File: src/design/nlp_pkg.sv
// ----------------------------------------------------------------------------
// nlp_pkg
// Shared types and constants for the next lexicographic permutation engine.
// ----------------------------------------------------------------------------
`timescale 1ns / 1ps

package nlp_pkg;

    localparam int MAX_ELEMS_DEF   = 16;
    localparam int VALUE_WIDTH_DEF = 16;

    localparam int CFG_W = 5;
    localparam int POS_W = 4;
    localparam int OUT_W = 16;
    localparam int IN_W  = 16;

    localparam logic [CFG_W-1:0] COUNT_RESET = 5'd16;

    typedef enum logic
    {
        OP_LOAD    = 1'b0,
        OP_ADVANCE = 1'b1
    } op_t;

    typedef struct packed
    {
        logic             strobe;
        logic [POS_W-1:0] position;
        logic [OUT_W-1:0] value;
        logic             advanced;
        logic             last;
    } res_t;

endpackage

File: src/design/nlp_store.sv
// ----------------------------------------------------------------------------
// nlp_store
// Element memory: one write port, one read port with registered read data.
// ----------------------------------------------------------------------------
`timescale 1ns / 1ps

module nlp_store import nlp_pkg::*;
#(
    parameter int MAX_ELEMS   = MAX_ELEMS_DEF,
    parameter int VALUE_WIDTH = VALUE_WIDTH_DEF,
    localparam int IDX_W      = $clog2(MAX_ELEMS)
)
(
    input  logic                   clk,
    input  logic                   wr_en,
    input  logic [IDX_W-1:0]       wr_addr,
    input  logic [VALUE_WIDTH-1:0] wr_data,
    input  logic [IDX_W-1:0]       rd_addr,
    output logic [VALUE_WIDTH-1:0] rd_data
);

    logic [VALUE_WIDTH-1:0] mem [MAX_ELEMS];
    logic [VALUE_WIDTH-1:0] rd_data_reg;

    always_ff @(posedge clk)
    begin
        if (wr_en)
        begin
            mem[wr_addr] <= wr_data;
        end
        rd_data_reg <= mem[rd_addr];
    end

    assign rd_data = rd_data_reg;

endmodule

File: src/design/nlp_ctrl.sv
// ----------------------------------------------------------------------------
// nlp_ctrl
// Sequencer for one advance: pivot scan, successor scan, swap, suffix
// reversal and emission; the two scans share one signed comparator.
// ----------------------------------------------------------------------------
`timescale 1ns / 1ps

module nlp_ctrl import nlp_pkg::*;
#(
    parameter int MAX_ELEMS   = MAX_ELEMS_DEF,
    parameter int VALUE_WIDTH = VALUE_WIDTH_DEF,
    localparam int IDX_W      = $clog2(MAX_ELEMS),
    localparam int CNT_W      = $clog2(MAX_ELEMS + 1)
)
(
    input  logic                   clk,
    input  logic                   rst_n,
    input  logic                   go,
    input  logic [CNT_W-1:0]       cnt,
    output logic [IDX_W-1:0]       rd_addr,
    input  logic [VALUE_WIDTH-1:0] rd_data,
    output logic                   wr_en,
    output logic [IDX_W-1:0]       wr_addr,
    output logic [VALUE_WIDTH-1:0] wr_data,
    output logic                   busy,
    output res_t                   res
);

    typedef enum logic [10:0]
    {
        S_IDLE   = 11'b000_0000_0001,
        S_PLOAD  = 11'b000_0000_0010,
        S_PIV    = 11'b000_0000_0100,
        S_SUC    = 11'b000_0000_1000,
        S_SWP    = 11'b000_0001_0000,
        S_RSTART = 11'b000_0010_0000,
        S_RHI    = 11'b000_0100_0000,
        S_RWLO   = 11'b000_1000_0000,
        S_RWHI   = 11'b001_0000_0000,
        S_ESTART = 11'b010_0000_0000,
        S_EMIT   = 11'b100_0000_0000
    } state_t;

    state_t                 state_reg, state_next;
    logic [CNT_W-1:0]       n_reg, n_next;
    logic [IDX_W-1:0]       p_reg, p_next;
    logic [IDX_W-1:0]       q_reg, q_next;
    logic [VALUE_WIDTH-1:0] cur_reg, cur_next;
    logic [VALUE_WIDTH-1:0] pv_reg, pv_next;
    logic                   adv_reg, adv_next;
    res_t                   res_reg, res_next;

    logic [IDX_W-1:0]       nm1;
    logic [IDX_W-1:0]       p_inc;
    logic [IDX_W-1:0]       q_dec;
    logic [VALUE_WIDTH-1:0] cmp_a, cmp_b;
    logic                   lt;

    assign nm1   = IDX_W'(n_reg - CNT_W'(1));
    assign p_inc = p_reg + IDX_W'(1);
    assign q_dec = q_reg - IDX_W'(1);

    // shared signed comparator
    assign cmp_a = (state_reg == S_PIV) ? rd_data : pv_reg;
    assign cmp_b = (state_reg == S_PIV) ? cur_reg : rd_data;
    assign lt    = $signed(cmp_a) < $signed(cmp_b);

    always_comb
    begin
        state_next = state_reg;
        n_next     = n_reg;
        p_next     = p_reg;
        q_next     = q_reg;
        cur_next   = cur_reg;
        pv_next    = pv_reg;
        adv_next   = adv_reg;
        res_next   = res_reg;
        res_next.strobe = 1'b0;
        rd_addr    = p_reg;
        wr_en      = 1'b0;
        wr_addr    = p_reg;
        wr_data    = rd_data;

        unique case (state_reg)
            S_IDLE:
            begin
                rd_addr = IDX_W'(cnt - CNT_W'(1));
                if (go)
                begin
                    n_next     = cnt;
                    p_next     = IDX_W'(cnt - CNT_W'(1));
                    adv_next   = 1'b0;
                    state_next = S_PLOAD;
                end
            end
            S_PLOAD:
            begin
                cur_next   = rd_data;
                rd_addr    = p_reg - IDX_W'(1);
                p_next     = p_reg - IDX_W'(1);
                state_next = S_PIV;
            end
            S_PIV:
            begin
                if (lt)
                begin
                    pv_next    = rd_data;
                    rd_addr    = nm1;
                    q_next     = nm1;
                    state_next = S_SUC;
                end
                else if (p_reg == '0)
                begin
                    state_next = S_ESTART;
                end
                else
                begin
                    cur_next = rd_data;
                    rd_addr  = p_reg - IDX_W'(1);
                    p_next   = p_reg - IDX_W'(1);
                end
            end
            S_SUC:
            begin
                if (lt)
                begin
                    wr_en      = 1'b1;
                    wr_addr    = p_reg;
                    wr_data    = rd_data;
                    state_next = S_SWP;
                end
                else
                begin
                    rd_addr = q_dec;
                    q_next  = q_dec;
                end
            end
            S_SWP:
            begin
                wr_en      = 1'b1;
                wr_addr    = q_reg;
                wr_data    = pv_reg;
                p_next     = p_inc;
                q_next     = nm1;
                adv_next   = 1'b1;
                state_next = S_RSTART;
            end
            S_RSTART:
            begin
                if (p_reg < q_reg)
                begin
                    rd_addr    = p_reg;
                    state_next = S_RHI;
                end
                else
                begin
                    state_next = S_ESTART;
                end
            end
            S_RHI:
            begin
                rd_addr    = q_reg;
                cur_next   = rd_data;
                state_next = S_RWLO;
            end
            S_RWLO:
            begin
                wr_en      = 1'b1;
                wr_addr    = p_reg;
                wr_data    = rd_data;
                state_next = S_RWHI;
            end
            S_RWHI:
            begin
                wr_en   = 1'b1;
                wr_addr = q_reg;
                wr_data = cur_reg;
                p_next  = p_inc;
                q_next  = q_dec;
                if (p_inc < q_dec)
                begin
                    rd_addr    = p_inc;
                    state_next = S_RHI;
                end
                else
                begin
                    state_next = S_ESTART;
                end
            end
            S_ESTART:
            begin
                rd_addr    = '0;
                p_next     = '0;
                state_next = S_EMIT;
            end
            S_EMIT:
            begin
                res_next.strobe   = 1'b1;
                res_next.position = POS_W'(p_reg);
                res_next.value    = OUT_W'(rd_data);
                res_next.advanced = adv_reg;
                res_next.last     = (p_reg == nm1);
                if (p_reg == nm1)
                begin
                    state_next = S_IDLE;
                end
                else
                begin
                    rd_addr = p_inc;
                    p_next  = p_inc;
                end
            end
            default:
            begin
                state_next = S_IDLE;
            end
        endcase
    end

    always_ff @(posedge clk or negedge rst_n)
    begin
        if (!rst_n)
        begin
            state_reg <= S_IDLE;
            res_reg   <= '0;
        end
        else
        begin
            state_reg <= state_next;
            res_reg   <= res_next;
        end
    end

    always_ff @(posedge clk)
    begin
        n_reg             <= n_next;
        p_reg             <= p_next;
        q_reg             <= q_next;
        cur_reg           <= cur_next;
        pv_reg            <= pv_next;
        adv_reg           <= adv_next;
    end

    assign busy = (state_reg != S_IDLE);
    assign res  = res_reg;

endmodule

File: src/design/next_lexicographic_permutation.sv
// ----------------------------------------------------------------------------
// next_lexicographic_permutation
// Holds a small array of signed elements and steps its first elem_count
// elements to the next lexicographic permutation on request.
//
// A load word (opcode 0) writes one element; busy stays low. An advance
// word (opcode 1) raises busy and, for n = the clamped element count, runs
// a pivot scan, a successor scan, a swap and a suffix reversal that swaps
// each element pair, then emits; with no ascent it goes from the pivot scan
// straight to emission. All steps go through the element memory, which
// serves one read and one write per cycle. The n result words follow one
// per cycle on result_strobe, the last with last_of_run; the receiver
// cannot stall them. The user must see that elem_count is written only
// while idle; the block itself does not enforce it.
// ----------------------------------------------------------------------------
`timescale 1ns / 1ps

module next_lexicographic_permutation import nlp_pkg::*;
#(
    parameter int MAX_ELEMS   = MAX_ELEMS_DEF,
    parameter int VALUE_WIDTH = VALUE_WIDTH_DEF
)
(
    input  logic                    clk,
    input  logic                    rst_n,
    input  logic                    start,
    output logic                    busy,
    input  logic                    opcode,
    input  logic [POS_W-1:0]        elem_index,
    input  logic signed [IN_W-1:0]  elem_value,
    input  logic                    cfg_we,
    input  logic [CFG_W-1:0]        cfg_wdata,
    output logic                    result_strobe,
    output logic [POS_W-1:0]        out_position,
    output logic signed [OUT_W-1:0] out_value,
    output logic                    advanced,
    output logic                    last_of_run
);

    localparam int IDX_W = $clog2(MAX_ELEMS);
    localparam int CNT_W = $clog2(MAX_ELEMS + 1);
    localparam int CMP_W = (CNT_W > CFG_W) ? CNT_W : CFG_W;

    logic [CFG_W-1:0]       elem_count_reg;
    logic [CMP_W-1:0]       count_ext;
    logic [CNT_W-1:0]       cnt;
    logic                   accept;
    logic                   load_ok;
    logic                   go;

    logic [IDX_W-1:0]       rd_addr;
    logic [VALUE_WIDTH-1:0] rd_data;
    logic                   ctl_wr_en;
    logic [IDX_W-1:0]       ctl_wr_addr;
    logic [VALUE_WIDTH-1:0] ctl_wr_data;
    logic                   mem_wr_en;
    logic [IDX_W-1:0]       mem_wr_addr;
    logic [VALUE_WIDTH-1:0] mem_wr_data;
    res_t                   res;

    always_ff @(posedge clk or negedge rst_n)
    begin
        if (!rst_n)
        begin
            elem_count_reg <= COUNT_RESET;
        end
        else if (cfg_we)
        begin
            elem_count_reg <= cfg_wdata;
        end
    end

    // clamp count to 2..MAX_ELEMS
    assign count_ext = CMP_W'(elem_count_reg);
    always_comb
    begin
        priority if (count_ext < CMP_W'(2))
        begin
            cnt = CNT_W'(2);
        end
        else if (count_ext > CMP_W'(MAX_ELEMS))
        begin
            cnt = CNT_W'(MAX_ELEMS);
        end
        else
        begin
            cnt = CNT_W'(count_ext);
        end
    end

    assign accept  = start && !busy;
    assign load_ok = ({{(32 - POS_W){1'b0}}, elem_index} < 32'(MAX_ELEMS));
    assign go      = accept && (op_t'(opcode) == OP_ADVANCE);

    // loads only land while the sequencer is idle
    assign mem_wr_en   = ctl_wr_en || (accept && (op_t'(opcode) == OP_LOAD) && load_ok);
    assign mem_wr_addr = ctl_wr_en ? ctl_wr_addr : IDX_W'(elem_index);
    assign mem_wr_data = ctl_wr_en ? ctl_wr_data : VALUE_WIDTH'(elem_value);

    nlp_store #(
        .MAX_ELEMS   (MAX_ELEMS),
        .VALUE_WIDTH (VALUE_WIDTH)
    ) u_store (
        .clk     (clk),
        .wr_en   (mem_wr_en),
        .wr_addr (mem_wr_addr),
        .wr_data (mem_wr_data),
        .rd_addr (rd_addr),
        .rd_data (rd_data)
    );

    nlp_ctrl #(
        .MAX_ELEMS   (MAX_ELEMS),
        .VALUE_WIDTH (VALUE_WIDTH)
    ) u_ctrl (
        .clk     (clk),
        .rst_n   (rst_n),
        .go      (go),
        .cnt     (cnt),
        .rd_addr (rd_addr),
        .rd_data (rd_data),
        .wr_en   (ctl_wr_en),
        .wr_addr (ctl_wr_addr),
        .wr_data (ctl_wr_data),
        .busy    (busy),
        .res     (res)
    );

    assign result_strobe = res.strobe;
    assign out_position  = res.position;
    assign out_value     = res.value;
    assign advanced      = res.advanced;
    assign last_of_run   = res.last;

    // an accepted advance word keeps the block busy
    assert property (@(posedge clk) disable iff (!rst_n)
        go |=> busy)
        else $error("advance accepted but block not busy");

    // result words only come out of a running advance
    assert property (@(posedge clk) disable iff (!rst_n)
        result_strobe |-> $past(busy))
        else $error("result word without a running advance");

    // a run is emitted without gaps
    assert property (@(posedge clk) disable iff (!rst_n)
        (result_strobe && !last_of_run) |=> result_strobe)
        else $error("gap inside a result run");

    // nothing follows the last word of a run in the next cycle
    assert property (@(posedge clk) disable iff (!rst_n)
        (result_strobe && last_of_run) |=> !result_strobe)
        else $error("result word after end of run");

endmodule

File: config.mk
export PLATFORM = sky130hd
export DESIGN_NAME = next_lexicographic_permutation
export DESIGN_NICKNAME = d
export VERILOG_FILES = /design/src/design/nlp_pkg.sv /design/src/design/nlp_store.sv /design/src/design/nlp_ctrl.sv /design/src/design/next_lexicographic_permutation.sv
export SDC_FILE = /design/constraint.sdc
export NUM_CORES = 1
export LEC_CHECK = 0
export BUFFER_PORTS_ARGS = -buffer_cell sky130_fd_sc_hd__buf_4
export CORE_MARGIN = 2
export CORE_UTILIZATION = 65
export DETAILED_ROUTE_END_ITERATION = 6
export PLACE_DENSITY = 0.83
export SYNTH_ARGS = -nofsm -noshare
export SYNTH_HDL_FRONTEND = slang
export SYNTH_HIERARCHICAL = 1
export SYNTH_SLANG_ARGS = --single-unit
File: constraint.sdc
create_clock -name clk -period 17.1 [get_ports clk]
set_input_delay 0.855 -clock clk [delete_from_list [all_inputs] [get_ports clk]]
set_output_delay 0.855 -clock clk [all_outputs]
set_load 0.05 [all_outputs]
==> flow_metrics.tcl <==
set metrics [dict create \
    cap_viol_max_count 0 \
    cts.sinks 356 \
    vias 9802 \
    power_frac_comb_pct 35.7 \
    r2r_start "u_ctrl/state_reg[3]" \
    wl_um 39430 \
    slew_headroom_pct 20.88 \
    netlist_area_um2 15690 \
    final_net_count 1155 \
    grt_max_degree 65 \
    grt_pass1_wl_um 59710 \
    fp.dieH_um 159.3 \
    seqPwrFrac_pct 37.7 \
    io_pins 54 \
    rsz0062_at_grt "false" \
    avgSynthCellArea_um2 15.15 \
    cts_made_buffers 36 \
    vias_per_cell 6.788 \
    ctsResizeCount 0 \
    io_buffer_count 53 \
    final_antenna_net_count 0 \
    final_hold_viol_count 0 \
    tns_ns 0 \
    cts_setup_buffers 0 \
    die_area_um2 25390 \
    switching_power_mw 1.008 \
    crit_chain "or4_1 > or3_4 > nand2_1 > nand2_1 > ha_1 > nand4_1 > nor4_1 > o311ai_4 > and3_2 > nor2_4 > nor2_1 > or3_1 > buf_4 > mux2_4 > or3b_2 > nor2_1 > buf_4" \
    ir_drop_uv 128.2 \
    synthesis.nets 1091 \
    setup_viol 0 \
    cp-end-kind "flip-flop" \
    cp-start-kind "flip-flop" \
    worstSetupStartpoint "u_ctrl/state_reg[3]" \
    yosysWarnings 6 \
    p_per_area_nw_per_um2 164.9 \
    dp_hpwl_um 24060 \
    worstPathRequired_ns 17.31 \
    hp-class "primary input to asynchronous set/reset pin" \
    clkPwrFrac_pct 26.7 \
    drv_slew 0 \
    path_max_fanout 31 \
    setup_ws_ns 10.20 \
    clk_path_buf_depth 3 \
    p_int_mw 1.902 \
    leakage_nw 6.476 \
    period_needed_ns 6.896 \
    critPathBufInv 2 \
    cpMaxStageDelayCell "nor2_1" \
    path_class "flip-flop to flip-flop" \
    netlist_instances 1035 \
    finalNonFillerCells 1444 \
    hold_buffers 0 \
    hold_ws_ns 0.3109 \
    crit_family "simple AND/OR/NAND/NOR gates" \
    cp.depth 17 \
    drive_above_1_share_pct 21.33 \
    cts-root-buf "clkbuf_16" \
    fillers 1358 \
    run_status "complete, no violations" \
    start_util_pct 66.43 \
    num_antenna_cells 0 \
    drtIter0Drc 1300 \
    antenna_found_initial 0 \
    gp_congestion 0.9398 \
    wl_per_cell_um 27.30 \
    swShare_pct 34.64 \
    max_stage_delay_ns 0.74 \
    grt_remaining_overflow 0 \
    total_power_mw 2.910 \
    reg2reg_depth 17 \
    path_clk_slew_ns 0.06 \
    grtUsageTotal_pct 31.63 \
    h-tree-depth 2 \
    die_w_um 159.3 \
    drtPass1Iterations 6 \
    core_um2 23610 \
    drc 0 \
    grt_pass1_vias 9649 \
    post-place-cells 1380 \
    clkLatencyLatePin_ns 0.53 \
    critical_path_arrival_ns 7.11 \
    rows 56 \
    tightest_slew_ns 1.182 \
    clock_skew_ns 0.02317 \
    tritoncts "built" \
    max_freq_ghz 0.1450 \
    fin_crit_sh_pct 40.33 \
    pre_cts_ws_ns 10.37 \
    largest_reg_flops 256 \
    syn2layout_area_growth_pct 12.52 \
]
## layout make-up
type                    count  area (um2)  area share, %
flip-flops and latches    356       10340          58.57
clock buffers              42       964.7          5.466
clock inverters            22       219.0          1.241
well taps                 319       399.1          2.261
multi-input cells         608        5069          28.72
inverters                  18       67.56         0.3828
repair buffers             79       593.1          3.360
## power by group through the flow
| stage | Sequential, mW | Combinational [mW] | Clock [mW] |
|---|---|---|---|
| 2_1_floorplan | 1.09 | 0.753 | 0 |
| 3_3_place_gp | 1.10 | 0.972 | 0 |
| 3_5_place_dp | 1.11 | 1.00 | 0 |
| 4_1_cts | 1.09 | 1.02 | 0.784 |
| 5_1_grt | 1.10 | 1.10 | 0.819 |
| 6_report | 1.10 | 1.04 | 0.776 |
## final timing paths
path	end	slack, ns
min	u_ctrl/state_reg[1]	0.31
min reg2reg	u_ctrl/res[1]	0.45
max reg2reg	u_store/mem[3][1]	10.20
max	u_store/mem[3][1]	10.20
min in group clk	u_ctrl/res[1]	0.45
max in group asynchronous	count_ext[4]	16.41
## metal layers
layer | routed length [um] | track usage [%] | share of wire, % | vias up
met5 | 0 | 0 | 0 | -
met4 | 1345 | 9.463 | 3.4 | 0
met3 | 4204 | 4.897 | 11 | 111
met2 | 19040 | 51.66 | 48 | 665
met1 | 14830 | 45.01 | 38 | 4885
li1 | - | - | - | 4141
## stage by stage
stage	instance area [um2]	utilization [%]
3_5_place_dp	16470	69.73
2_1_floorplan	15690	-
6_report	17650	74.75
5_1_grt	17650	74.75
4_1_cts	17650	74.75
3_3_place_gp	16470	69.73
## placed cells by master, fill, tap and decap left out, types with 5 or more instances in the layout
cell and instances:
buf_4 79, nand2b_1 12, nor3_1 10, ha_1 26, xnor2_1 7, a21oi_1 18, nor2_1 41, clkbuf_16 37
dfxtp_1 16, nor2b_1 10, o21ai_0 24, nor4_1 7, or4_1 5, xor2_1 7, mux4_1 10, edfxtp_1 301
inv_1 18, nand2_1 177, mux2_2 6, nand4b_1 5, nor3_2 5, nand3_1 10, clkinv_2 9, mux2i_1 23
mux4_2 54, mux2_4 19, dfrtp_1 37, a22oi_1 49
No activity file was read; power rests on OpenSTA's default activity.
